$ cat config.mk
export PLATFORM = sky130hd
export DESIGN_NAME = image_frame_stream_deframer_core
export DESIGN_NICKNAME = d
export VERILOG_FILES = /design/src/ifsd_pkg.sv /design/src/ifsd_cfg_regs.sv /design/src/ifsd_in_stage.sv /design/src/ifsd_parser.sv /design/src/ifsd_out_stage.sv /design/src/image_frame_stream_deframer_core.sv
export SDC_FILE = /design/constraint.sdc
export NUM_CORES = 1
export LEC_CHECK = 0
export BUFFER_PORTS_ARGS = -buffer_cell sky130_fd_sc_hd__buf_2
export CAP_MARGIN = 20
export CORE_ASPECT_RATIO = 1.1
export CORE_MARGIN = 3
export CORE_UTILIZATION = 26
export CTS_BUF_LIST = sky130_fd_sc_hd__clkbuf_2 sky130_fd_sc_hd__clkbuf_4 sky130_fd_sc_hd__clkbuf_8
export CTS_CLUSTER_DIAMETER = 80
export DETAILED_ROUTE_END_ITERATION = 10
export GPL_TIMING_DRIVEN = 0
export MAX_ROUTING_LAYER = met4
export PLACE_DENSITY = 0.52
export SKIP_CTS_REPAIR_TIMING = 1
export SLEW_MARGIN = 20
export SYNTH_ARGS = -nofsm -noshare
export SYNTH_HDL_FRONTEND = slang
export SYNTH_HIERARCHICAL = 1
export SYNTH_SLANG_ARGS = --single-unit
$ cat constraint.sdc
create_clock -name clk -period 6.8 [get_ports clk]
set_clock_uncertainty 0.15 [all_clocks]
set_input_delay 0.34 -clock clk [delete_from_list [all_inputs] [get_ports clk]]
set_output_delay 0.34 -clock clk [all_outputs]
set_load 0.02 [all_outputs]
$ cat src/ifsd_pkg.sv
// shared types and constants for the image frame stream deframer
package ifsd_pkg;

    localparam int unsigned MAX_PAYLOAD_BYTES = 1048576;
    localparam int unsigned HDR_LEN           = 32;
    localparam int unsigned HDR_IDX_W         = $clog2(HDR_LEN);

    localparam logic [31:0] HDR_MAGIC    = 32'h484E_4D46;
    localparam logic [15:0] HDR_VERSION  = 16'd1;
    localparam logic [15:0] HDR_SIZE     = 16'(HDR_LEN);
    localparam logic [7:0]  HDR_ENCODING = 8'd1;

    localparam logic [15:0] RST_MAX_WIDTH   = 16'd1920;
    localparam logic [15:0] RST_MAX_HEIGHT  = 16'd1080;
    localparam logic [20:0] RST_MAX_PAYLOAD = 21'd1048576;

    localparam int unsigned CFG_IDX_W = 8;
    localparam logic [CFG_IDX_W-1:0] CFG_MAX_WIDTH   = 8'd0;
    localparam logic [CFG_IDX_W-1:0] CFG_MAX_HEIGHT  = 8'd1;
    localparam logic [CFG_IDX_W-1:0] CFG_MAX_PAYLOAD = 8'd2;

    localparam logic ERR_IDENTITY = 1'b0;
    localparam logic ERR_LIMITS   = 1'b1;

    typedef enum logic [1:0] {
        KIND_HEADER  = 2'd0,
        KIND_PAYLOAD = 2'd1,
        KIND_ERROR   = 2'd2
    } kind_t;

    typedef enum logic [1:0] {
        PH_HEADER  = 2'd0,
        PH_PAYLOAD = 2'd1,
        PH_HALT    = 2'd2
    } phase_t;

    typedef struct packed {
        logic [15:0] max_width;
        logic [15:0] max_height;
        logic [20:0] max_payload;
    } cfg_t;

    typedef struct packed {
        logic [7:0] data_byte;
        logic       restart;
    } item_t;

    typedef struct packed {
        kind_t       kind;
        logic [7:0]  payload_byte;
        logic        last;
        logic        error_code;
        logic [31:0] sequence_res;
        logic [63:0] timestamp_ms;
        logic [15:0] frame_width;
        logic [15:0] frame_height;
        logic [20:0] payload_length;
    } res_t;

endpackage

$ cat src/ifsd_cfg_regs.sv
// configuration registers for frame limits
module ifsd_cfg_regs
    import ifsd_pkg::*;
(
    input  logic                 clk,
    input  logic                 rst_n,
    input  logic                 cfg_valid,
    output logic                 cfg_ready,
    input  logic [CFG_IDX_W-1:0] cfg_index,
    input  logic [31:0]          cfg_data,
    output cfg_t                 cfg
);

    cfg_t cfg_reg;
    cfg_t cfg_next;

    assign cfg_ready = 1'b1;
    assign cfg       = cfg_reg;

    always_comb
    begin
        cfg_next = cfg_reg;
        if (cfg_valid)
        begin
            case (cfg_index)
                CFG_MAX_WIDTH:   cfg_next.max_width   = cfg_data[15:0];
                CFG_MAX_HEIGHT:  cfg_next.max_height  = cfg_data[15:0];
                CFG_MAX_PAYLOAD: cfg_next.max_payload = cfg_data[20:0];
                default:         cfg_next = cfg_reg;
            endcase
        end
    end

    always_ff @(posedge clk or negedge rst_n)
    begin
        if (!rst_n)
        begin
            cfg_reg.max_width   <= RST_MAX_WIDTH;
            cfg_reg.max_height  <= RST_MAX_HEIGHT;
            cfg_reg.max_payload <= RST_MAX_PAYLOAD;
        end
        else
        begin
            cfg_reg <= cfg_next;
        end
    end

endmodule

$ cat src/ifsd_in_stage.sv
// input register stage
module ifsd_in_stage
    import ifsd_pkg::*;
(
    input  logic  clk,
    input  logic  rst_n,
    input  logic  in_valid,
    output logic  in_stall,
    input  logic  [7:0] data_byte,
    input  logic  restart,
    input  logic  advance,
    output logic  fire,
    output item_t item
);

    logic  valid_reg;
    logic  valid_next;
    item_t item_reg;

    assign in_stall   = valid_reg && !advance;
    assign fire       = valid_reg && advance;
    assign item       = item_reg;
    assign valid_next = in_stall ? valid_reg : in_valid;

    always_ff @(posedge clk or negedge rst_n)
    begin
        if (!rst_n)
        begin
            valid_reg <= 1'b0;
        end
        else
        begin
            valid_reg <= valid_next;
        end
    end

    always_ff @(posedge clk)
    begin
        if (in_valid && !in_stall)
        begin
            item_reg.data_byte <= data_byte;
            item_reg.restart   <= restart;
        end
    end

endmodule

$ cat src/ifsd_parser.sv
// frame parser: header capture, checks and payload count
module ifsd_parser
    import ifsd_pkg::*;
(
    input  logic  clk,
    input  logic  rst_n,
    input  logic  fire,
    input  item_t item,
    input  cfg_t  cfg,
    output logic  res_valid,
    output res_t  res
);

    phase_t               phase_reg;
    phase_t               phase_next;
    logic [HDR_IDX_W-1:0] count_reg;
    logic [HDR_IDX_W-1:0] count_next;
    logic [20:0]          left_reg;
    logic [20:0]          left_next;
    logic [20:0]          left_dec;
    logic [7:0]           hdr_reg [0:HDR_LEN-1];

    logic                 hdr_done;
    logic [8*HDR_LEN-1:0] hdr;
    logic [31:0]          magic;
    logic [15:0]          version;
    logic [15:0]          hsize;
    logic [7:0]           enc;
    logic [7:0]           flags;
    logic [15:0]          resv;
    logic [15:0]          width;
    logic [15:0]          height;
    logic [31:0]          len;
    logic [31:0]          lim;
    logic                 id_bad;
    logic                 lim_bad;

    // flat big-endian header, last byte taken straight from the input
    always_comb
    begin
        for (int k = 0; k < HDR_LEN; k++)
        begin
            hdr[8*(HDR_LEN-1-k) +: 8] = (k == HDR_LEN - 1) ? item.data_byte : hdr_reg[k];
        end
    end

    assign magic   = hdr[255:224];
    assign version = hdr[223:208];
    assign hsize   = hdr[207:192];
    assign width   = hdr[95:80];
    assign height  = hdr[79:64];
    assign enc     = hdr[63:56];
    assign flags   = hdr[55:48];
    assign len     = hdr[47:16];
    assign resv    = hdr[15:0];

    assign lim = ({11'd0, cfg.max_payload} > 32'(MAX_PAYLOAD_BYTES)) ?
                 32'(MAX_PAYLOAD_BYTES) : {11'd0, cfg.max_payload};

    assign id_bad  = (magic != HDR_MAGIC) || (version != HDR_VERSION) ||
                     (hsize != HDR_SIZE) || (enc != HDR_ENCODING) ||
                     (flags != 8'd0) || (resv != 16'd0);
    assign lim_bad = (width == 16'd0) || (height == 16'd0) ||
                     (width > cfg.max_width) || (height > cfg.max_height) ||
                     (len == 32'd0) || (len > lim);

    assign hdr_done = (count_reg == HDR_IDX_W'(HDR_LEN - 1));
    assign left_dec = (left_reg != 21'd0) ? left_reg - 21'd1 : left_reg;

    // next state
    always_comb
    begin
        phase_next = phase_reg;
        count_next = count_reg;
        left_next  = left_reg;
        if (fire)
        begin
            if (item.restart)
            begin
                phase_next = PH_HEADER;
                count_next = '0;
                left_next  = '0;
            end
            else
            begin
                case (phase_reg)
                    PH_HEADER:
                    begin
                        count_next = count_reg + 1'b1;
                        if (hdr_done)
                        begin
                            if (id_bad || lim_bad)
                            begin
                                phase_next = PH_HALT;
                            end
                            else
                            begin
                                phase_next = PH_PAYLOAD;
                                left_next  = len[20:0];
                            end
                        end
                    end
                    PH_PAYLOAD:
                    begin
                        left_next = left_dec;
                        if (left_dec == 21'd0)
                        begin
                            phase_next = PH_HEADER;
                            count_next = '0;
                        end
                    end
                    default:
                    begin
                        phase_next = phase_reg;
                    end
                endcase
            end
        end
    end

    // result
    always_comb
    begin
        res_valid = 1'b0;
        res       = '0;
        if (fire && !item.restart)
        begin
            case (phase_reg)
                PH_HEADER:
                begin
                    if (hdr_done)
                    begin
                        res_valid = 1'b1;
                        if (id_bad)
                        begin
                            res.kind       = KIND_ERROR;
                            res.error_code = ERR_IDENTITY;
                        end
                        else if (lim_bad)
                        begin
                            res.kind       = KIND_ERROR;
                            res.error_code = ERR_LIMITS;
                        end
                        else
                        begin
                            res.kind           = KIND_HEADER;
                            res.sequence_res   = hdr[191:160];
                            res.timestamp_ms   = hdr[159:96];
                            res.frame_width    = width;
                            res.frame_height   = height;
                            res.payload_length = len[20:0];
                        end
                    end
                end
                PH_PAYLOAD:
                begin
                    res_valid        = 1'b1;
                    res.kind         = KIND_PAYLOAD;
                    res.payload_byte = item.data_byte;
                    res.last         = (left_dec == 21'd0);
                end
                default:
                begin
                    res_valid = 1'b0;
                end
            endcase
        end
    end

    always_ff @(posedge clk or negedge rst_n)
    begin
        if (!rst_n)
        begin
            phase_reg <= PH_HEADER;
            count_reg <= '0;
            left_reg  <= '0;
        end
        else
        begin
            phase_reg <= phase_next;
            count_reg <= count_next;
            left_reg  <= left_next;
        end
    end

    always_ff @(posedge clk)
    begin
        if (fire && !item.restart && (phase_reg == PH_HEADER))
        begin
            hdr_reg[count_reg] <= item.data_byte;
        end
    end

endmodule

$ cat src/ifsd_out_stage.sv
// result register stage
module ifsd_out_stage
    import ifsd_pkg::*;
(
    input  logic clk,
    input  logic rst_n,
    input  logic res_valid,
    input  res_t res,
    output logic advance,
    output logic out_valid,
    input  logic out_stall,
    output res_t out_res
);

    logic valid_reg;
    logic valid_next;
    res_t res_reg;

    assign advance    = !valid_reg || !out_stall;
    assign valid_next = advance ? res_valid : valid_reg;
    assign out_valid  = valid_reg;
    assign out_res    = res_reg;

    always_ff @(posedge clk or negedge rst_n)
    begin
        if (!rst_n)
        begin
            valid_reg <= 1'b0;
        end
        else
        begin
            valid_reg <= valid_next;
        end
    end

    always_ff @(posedge clk)
    begin
        if (advance && res_valid)
        begin
            res_reg <= res;
        end
    end

endmodule

$ cat src/image_frame_stream_deframer_core.sv
// top level of the image frame stream deframer
//
//  channel  | handshake              | content
//  ---------+------------------------+----------------------------------------------
//  input    | in_valid / in_stall    | data_byte, restart
//  output   | out_valid / out_stall  | kind, payload_byte, last, error_code, header
//  config   | cfg_valid / cfg_ready  | cfg_index, cfg_data
//
//  one transaction per cycle sustained while out_stall is low; path is input register
//  then result register, with the whole header check in between
//  reset clears parse state and loads the limit registers with their defaults
//  a stalled output holds its result while one more input transaction is taken
//  cfg_ready is always high
module image_frame_stream_deframer_core
    import ifsd_pkg::*;
(
    input  logic                 clk,
    input  logic                 rst_n,
    input  logic                 in_valid,
    output logic                 in_stall,
    input  logic [7:0]           data_byte,
    input  logic                 restart,
    output logic                 out_valid,
    input  logic                 out_stall,
    output logic [1:0]           kind,
    output logic [7:0]           payload_byte,
    output logic                 last,
    output logic                 error_code,
    output logic [31:0]          sequence_res,
    output logic [63:0]          timestamp_ms,
    output logic [15:0]          frame_width,
    output logic [15:0]          frame_height,
    output logic [20:0]          payload_length,
    input  logic                 cfg_valid,
    output logic                 cfg_ready,
    input  logic [CFG_IDX_W-1:0] cfg_index,
    input  logic [31:0]          cfg_data
);

    cfg_t  cfg;
    item_t item;
    logic  fire;
    logic  advance;
    logic  res_valid;
    res_t  res;
    res_t  out_res;

    ifsd_cfg_regs u_cfg (
        .clk       (clk),
        .rst_n     (rst_n),
        .cfg_valid (cfg_valid),
        .cfg_ready (cfg_ready),
        .cfg_index (cfg_index),
        .cfg_data  (cfg_data),
        .cfg       (cfg)
    );

    ifsd_in_stage u_in (
        .clk       (clk),
        .rst_n     (rst_n),
        .in_valid  (in_valid),
        .in_stall  (in_stall),
        .data_byte (data_byte),
        .restart   (restart),
        .advance   (advance),
        .fire      (fire),
        .item      (item)
    );

    ifsd_parser u_parser (
        .clk       (clk),
        .rst_n     (rst_n),
        .fire      (fire),
        .item      (item),
        .cfg       (cfg),
        .res_valid (res_valid),
        .res       (res)
    );

    ifsd_out_stage u_out (
        .clk       (clk),
        .rst_n     (rst_n),
        .res_valid (res_valid),
        .res       (res),
        .advance   (advance),
        .out_valid (out_valid),
        .out_stall (out_stall),
        .out_res   (out_res)
    );

    assign kind           = out_res.kind;
    assign payload_byte   = out_res.payload_byte;
    assign last           = out_res.last;
    assign error_code     = out_res.error_code;
    assign sequence_res   = out_res.sequence_res;
    assign timestamp_ms   = out_res.timestamp_ms;
    assign frame_width    = out_res.frame_width;
    assign frame_height   = out_res.frame_height;
    assign payload_length = out_res.payload_length;

endmodule

# Yosys cells after proc, flatten, opt, wreduce, memory -nomap -nowiden
# Memories as Yosys holds them, arrays and structs flattened. A register that Yosys moved wholly into a read port is not among the register bits.
# Index checks and enable logic that the tools add are counted.
dict set report totals {
  ff_bits 157
  ramBits 256
  inputBits 54
  word_cells 104
  n_memories 1
}
dict set report classes {
  addsub 2
  order_cmp 4
  n_eq_ne 11
  muxes 24
  bitwise_logic 3
  n_reduce_logical 42
}
# name words word_bits rd rd_clocked_by_memory_dff wr line_no
set memory_table {}
lappend memory_table {u_parser.hdr_reg 32 8 31 12 1 ifsd_parser.sv:21} ;# logic [7:0] hdr_reg [0:HDR_LEN-1];
# cell count
set ops {}
lappend ops {{2-to-1 mux 21 bit} 5}
lappend ops {{case mux 21 bit (2 select lines)} 1}
lappend ops {{> comparator 16 bit} 2}
lappend ops {{> comparator 32 bit} 1}
lappend ops {{logical NOT 16 bit} 2}
lappend ops {{logical NOT 32 bit} 1}
lappend ops {{inequality test 32 x 31 -> 1 bit (second input constant)} 1}
lappend ops {{> comparator 21 bit (second input constant)} 1}
lappend ops {{logical NOT 21 bit} 1}
lappend ops {{nonzero test 21 bit} 1}
lappend ops {{subtractor 21 x 1 -> 21 bit (second input constant)} 1}
lappend ops {{inequality test 16 x 1 -> 1 bit (second input constant)} 1}
lappend ops {{inequality test 16 x 6 -> 1 bit (second input constant)} 1}
lappend ops {{nonzero test 16 bit} 1}
lappend ops {{2-to-1 mux 2 bit} 7}
lappend ops {{logical OR 1 bit} 12}
lappend ops {{2-to-1 mux 5 bit} 2}
lappend ops {{case mux 5 bit (2 select lines)} 1}
lappend ops {{equality test 8 x 1 -> 1 bit (second input constant)} 1}
lappend ops {{equality test 8 x 2 -> 1 bit (second input constant)} 1}
lappend ops {{logical NOT 8 bit} 1}
lappend ops {{inequality test 8 x 1 -> 1 bit (second input constant)} 1}
lappend ops {{case mux 2 bit (2 select lines)} 2}
lappend ops {{AND reduction 2 bit} 4}
lappend ops {{other kinds (17)} 34}

# Depth between registers and ports, before layout
# An unclocked memory read counts as a cell.
dict set report logic_depth {
  depth_word 12
  mapped_depth 15
  depth_no_buf 13
}

# By module
# The synthesis kept the hierarchy.
# mod instances cells_per_inst area_each_um2 seq_area_each_um2
set by_module_without_submodules {}
lappend by_module_without_submodules {ifsd_parser 1 1026 12957.4 8147.8}
lappend by_module_without_submodules {ifsd_out_stage 1 165 4882.2 4859.7}
lappend by_module_without_submodules {ifsd_cfg_regs 1 120 2048.2 1337.5}
lappend by_module_without_submodules {ifsd_in_stage 1 15 334.1 295.3}

# Worst setup path after synthesis
# Ideal clock, no wire load.
dict set report synth_path {
  kind {reg-to-reg}
  start {register u_parser.count_reg[2]}
  end {register u_out.res_reg (netlist bit u_out/out_res[0]), enable pin}
  setup_time_ns 0.576
  t_arrival_ns 5.447
  t_required_ns 6.074
  setup_slack_ns 0.627
  path_stages_with_launch 7
  cell_sequence {dfrtp_1 > clkbuf_1 > and3_1 > ha_1 > nor2_1 > nor3_1 > a21boi_2}
}
dict set report synth_between {
  elab_chain_len 5
}
# element line_no
set synth_lines {}
lappend synth_lines {{start, declared} ifsd_parser.sv:16} ;# logic [HDR_IDX_W-1:0] count_reg;
lappend synth_lines {{start signal, assigned} ifsd_parser.sv:181} ;# count_reg <= count_next;
lappend synth_lines {{equality test 5 bit} ifsd_parser.sv:67} ;# assign hdr_done = (count_reg == HDR_IDX_W'(HDR_LEN - 1));
lappend synth_lines {{2-to-1 mux 1 bit} ifsd_parser.sv:131} ;# if (hdr_done)
lappend synth_lines {{case mux 1 bit (2 select lines)} ifsd_parser.sv:128} ;# case (phase_reg)
lappend synth_lines {{2-to-1 mux 1 bit} ifsd_parser.sv:126} ;# if (fire && !item.restart)
lappend synth_lines {{named net res_valid} image_frame_stream_deframer_core.sv:44} ;# logic res_valid;
lappend synth_lines {{logical AND 1 bit} ifsd_out_stage.sv:38} ;# if (advance && res_valid)
lappend synth_lines {{end signal, assigned} ifsd_out_stage.sv:40} ;# res_reg <= res;
lappend synth_lines {{end, declared} ifsd_out_stage.sv:17} ;# res_t res_reg;
# The timed path passes the listed nets, and every way through them passes these cells.
# A chain may end at the register's enable or synchronous reset.

# Final worst setup path
dict set report layout_path {
  start {register u_cfg.cfg_reg (netlist bit u_cfg/cfg[15])}
  end {register u_parser.left_reg[13]}
}
dict set report layout_between {
  elab_chain_len 7
}
# element line_no
set layout_lines {}
lappend layout_lines {{start, declared} ifsd_cfg_regs.sv:14} ;# cfg_t cfg_reg;
lappend layout_lines {{start signal, assigned} ifsd_cfg_regs.sv:44} ;# cfg_reg <= cfg_next;
lappend layout_lines {{> comparator 21 bit} ifsd_parser.sv:57} ;# assign lim = ({11'd0, cfg.max_payload} > 32'(MAX_PAYLOAD_BYTES)) ?
lappend layout_lines {{2-to-1 mux 21 bit (*)} ifsd_parser.sv:57}
lappend layout_lines {{> comparator 32 bit (*)} ifsd_parser.sv:65} ;# (len == 32'd0) || (len > lim);
lappend layout_lines {{logical OR 1 bit (*)} ifsd_parser.sv:65}
lappend layout_lines {{logical OR 1 bit (*)} ifsd_parser.sv:92} ;# if (id_bad || lim_bad)
lappend layout_lines {{inequality test 3 bit (no source line) (*)} --}
lappend layout_lines {{AND reduction 4 bit (no source line) (*)} --}
lappend layout_lines {{end signal, assigned} ifsd_parser.sv:182} ;# left_reg <= left_next;
lappend layout_lines {{end, declared} ifsd_parser.sv:18} ;# logic [20:0] left_reg;
# Every way passes the cells marked *; elsewhere a longest branch is shown, timed or not.

==> results.sh <==
export IMPL_status="finished clean"
export IMPL_initialDrtViolationCount=818
export IMPL_die_h_um=298
export IMPL_p_switching_w=0.00163
export IMPL_path_cells="nor4_1 > nand3_1 > o21ai_1 > nand2_1 > ha_1 > nand4_1 > or4_1 > nor3_1 > a21o_1 > nor2_1 > nor4_1 > a41o_1 > buf_1 > o22ai_1"
export IMPL_num_nets_final=1803
export IMPL_fp_row_count=106
export IMPL_yosysMostFrequentCell="edfxtp_1"
export IMPL_critical_path_required_ns=7.17
export IMPL_synth_distinct_cells=71
export IMPL_gp_congestion=0.892
export IMPL_timing_hold_worst_class="input pin to async pin"
export IMPL_powerDensity_nw_per_um2=270
export IMPL_irDropWorstVdd_uv=129
export IMPL_final_seq_area_um2=14600
export IMPL_cpPeakStageDelay_ns=0.69
export IMPL_yosysTopAreaCell="edfxtp_1"
export IMPL_gr_total_overflow=0
export IMPL_largest_reg_flops=248
export IMPL_antenna_found_initial=1
export IMPL_numCtsBuffers=88
export IMPL_first_pass_iters=5
export IMPL_yosys_warnings=6
export IMPL_dpl_worst_slack_ns=1.71
export IMPL_power_frac_comb=0.064
export IMPL_ys_flop_type="edfxtp_1"
export IMPL_synth_top_area_frac=0.621
export IMPL_cts_htree_levels=3
export IMPL_max_slew_margin_rel=0.343
export IMPL_synth_common_cells="edfxtp_1, and2_1, dfrtp_1, nor2_1, nand2_1"
export IMPL_path_class="flip-flop to flip-flop"
export IMPL_synth_nets=1440
export IMPL_die_width_um=272
export IMPL_cp_top_family="simple AND/OR/NAND/NOR gates"
export IMPL_power_leakage_nw=8.67
export IMPL_drc=0
export IMPL_first_global_vias=13100
export IMPL_cpMostUsedCell="nor4_1"
export IMPL_crit_buf_inv=1
export IMPL_p_clk_frac=0.434
export IMPL_ys_top_cells_by_area="edfxtp_1, dfrtp_1, and2_1"
export IMPL_finalSetupViolCount=0
export IMPL_avgSynthCellArea_um2=15.3
export IMPL_slowest_stage="nor4_1"
export IMPL_syn_cell_area_um2=20200
export IMPL_wl_um=55900
export IMPL_worstSetupStartpointType="flip-flop"
export IMPL_grt_max_degree=52
export IMPL_worstPathMaxFanout=10
export IMPL_synth_edf_count=418
export IMPL_maxCapViolations=0
export IMPL_p_int_w=0.00526
export IMPL_cts_root_buffer="clkbuf_8"
export IMPL_worst_slack_ns=1.66
export IMPL_power_total_w=0.00689
export IMPL_multi_input_area_um2=5140
export IMPL_ys_seq_area_frac=0.724
export IMPL_grt_pass1_wl_um=83100
export IMPL_seqPwrFrac=0.502
export IMPL_wl_per_cell_um=20.0
export IMPL_hold_viol_final=0
export IMPL_vias_per_cell=4.53
export IMPL_initial_core_util=0.264
export IMPL_synth_ff_latch_count=501
export IMPL_fin_crit_ns=5.14
export IMPL_slew_violations=0
export IMPL_io_pins=218
export IMPL_port_buffers=205
export IMPL_cp_arrival_ns=5.51
export IMPL_drive_above_1_share=0.278
export IMPL_die_area_um2=81200
export IMPL_dp_hpwl_um=40100
export IMPL_vias=12700
export IMPL_fill_cells=7505
export IMPL_worstMarginPinSlew_ns=0.982
export IMPL_cp_end_kind="flip-flop"
export IMPL_timing_final_crit_share=0.756
export IMPL_max_freq_mhz=194
export IMPL_netlist_instances=1326
export IMPL_clk_insertion_delay_late_ns=0.68
export IMPL_cts_buffer_depth=3
export IMPL_track_usage=0.140
export IMPL_clock_sinks=501
export IMPL_path_clk_slew_ns=0.06
export IMPL_cts_tree="yes"
export IMPL_timing_hold_ws_ns=0.00607
export IMPL_rsz0062_at_grt="no"
export IMPL_sw_frac_of_total=0.236
export IMPL_core_area_um2=76500
export IMPL_detail_route_antenna_nets=0
export IMPL_async_flop_share=0.166
export IMPL_area_growth_pct=25.9
[layer usage]
layer | track usage | routed length [µm]
met4 | 0.0502 | 1380
met2 | 0.230 | 27400
met5 | - | 0
met1 | 0.174 | 24200
met3 | 0.0238 | 2900
[cell usage in the layout (no fill, tap or decap), drive strengths merged, types with 53 or more instances in the layout]
cell type	count
nor2	71
buf	262
clkbuf	126
and2	158
inv	55
nand2	69
mux2	53
edfxtp	418
ha	60
nor4	59
dfrtp	74
[worst reg2reg max path: stages, from the launching register on]
cell	delay, ns
dfrtp_1	0.39
nor4_1	0.36
nand3_1	0.12
o21ai_1	0.52
nand2_1	0.15
ha_1	0.30
nand4_1	0.21
or4_1	0.56
nor3_1	0.29
a21o_1	0.16
nor2_1	0.05
nor4_1	0.69
a41o_1	0.45
buf_1	0.44
o22ai_1	0.16
[layout make-up]
class / count / share of cell area
Inverter: 52 / 0.00767
Sequential cell: 501 / 0.575
Multi-Input combinational cell: 739 / 0.202
Timing Repair Buffer: 273 / 0.0796
Clock buffer: 116 / 0.0561
Buffer: 34 / 0.0100
Clock inverter: 48 / 0.0189
Tap cell: 1026 / 0.0504
Antenna cell: 3 / 0.000295
[power groups by stage]
stage / sequential, W / clock (W) / combinational (W)
after floorplan: 0.00351 / 0 / 0.000220
after global placement: 0.00358 / 0 / 0.000322
after detailed placement: 0.00352 / 0 / 0.000425
after CTS: 0.00346 / 0.00309 / 0.000427
after global routing: 0.00346 / 0.00323 / 0.000485
final: 0.00346 / 0.00298 / 0.000442
[cell families after synthesis]
group                      after synthesis  synth area share
AOI/OAI and AO/OA                      134            0.0450
xor gates and xnor gates                 3           0.00130
adders and majority gates               60            0.0371
buffers and inverters                   86            0.0223
DFF                                    501             0.724
muxes                                   56            0.0310
other                                    1          0.000185
and+or+nand+nor                        485             0.139
[metrics by stage]
step | instances | util | TNS, ns | area [µm²]
CTS | 2754 | 0.328 | 0 | 25100
global placement | 2557 | 0.294 | -326.06 | 22500
global route | 2790 | 0.333 | 0 | 25500
detailed placement | 2590 | 0.303 | 0 | 23200
floorplan | 1326 | - | 0 | 20200
finish | 2792 | 0.333 | 0 | 25500
[final timing paths]
check | start | to | slack [ns] | depth (start not counted)
max in group asynchronous | rst_n | u_cfg/cfg[25] | 5.82 | 3
setup reg to reg | u_cfg/cfg[15] | u_parser/left_reg[13] | 1.66 | 14
setup / recovery | u_cfg/cfg[15] | u_parser/left_reg[13] | 1.66 | 14
min in group clk | cfg_index[5] | u_cfg/cfg[50] | 0.04 | 4
hold reg to reg | u_parser/hdr_reg[14][2] | u_out/out_res[95] | 0.34 | 1
hold / removal | rst_n | u_parser/left_reg[9] | 0.006 | 2
Note: power is estimated with default switching activity, not from simulation.
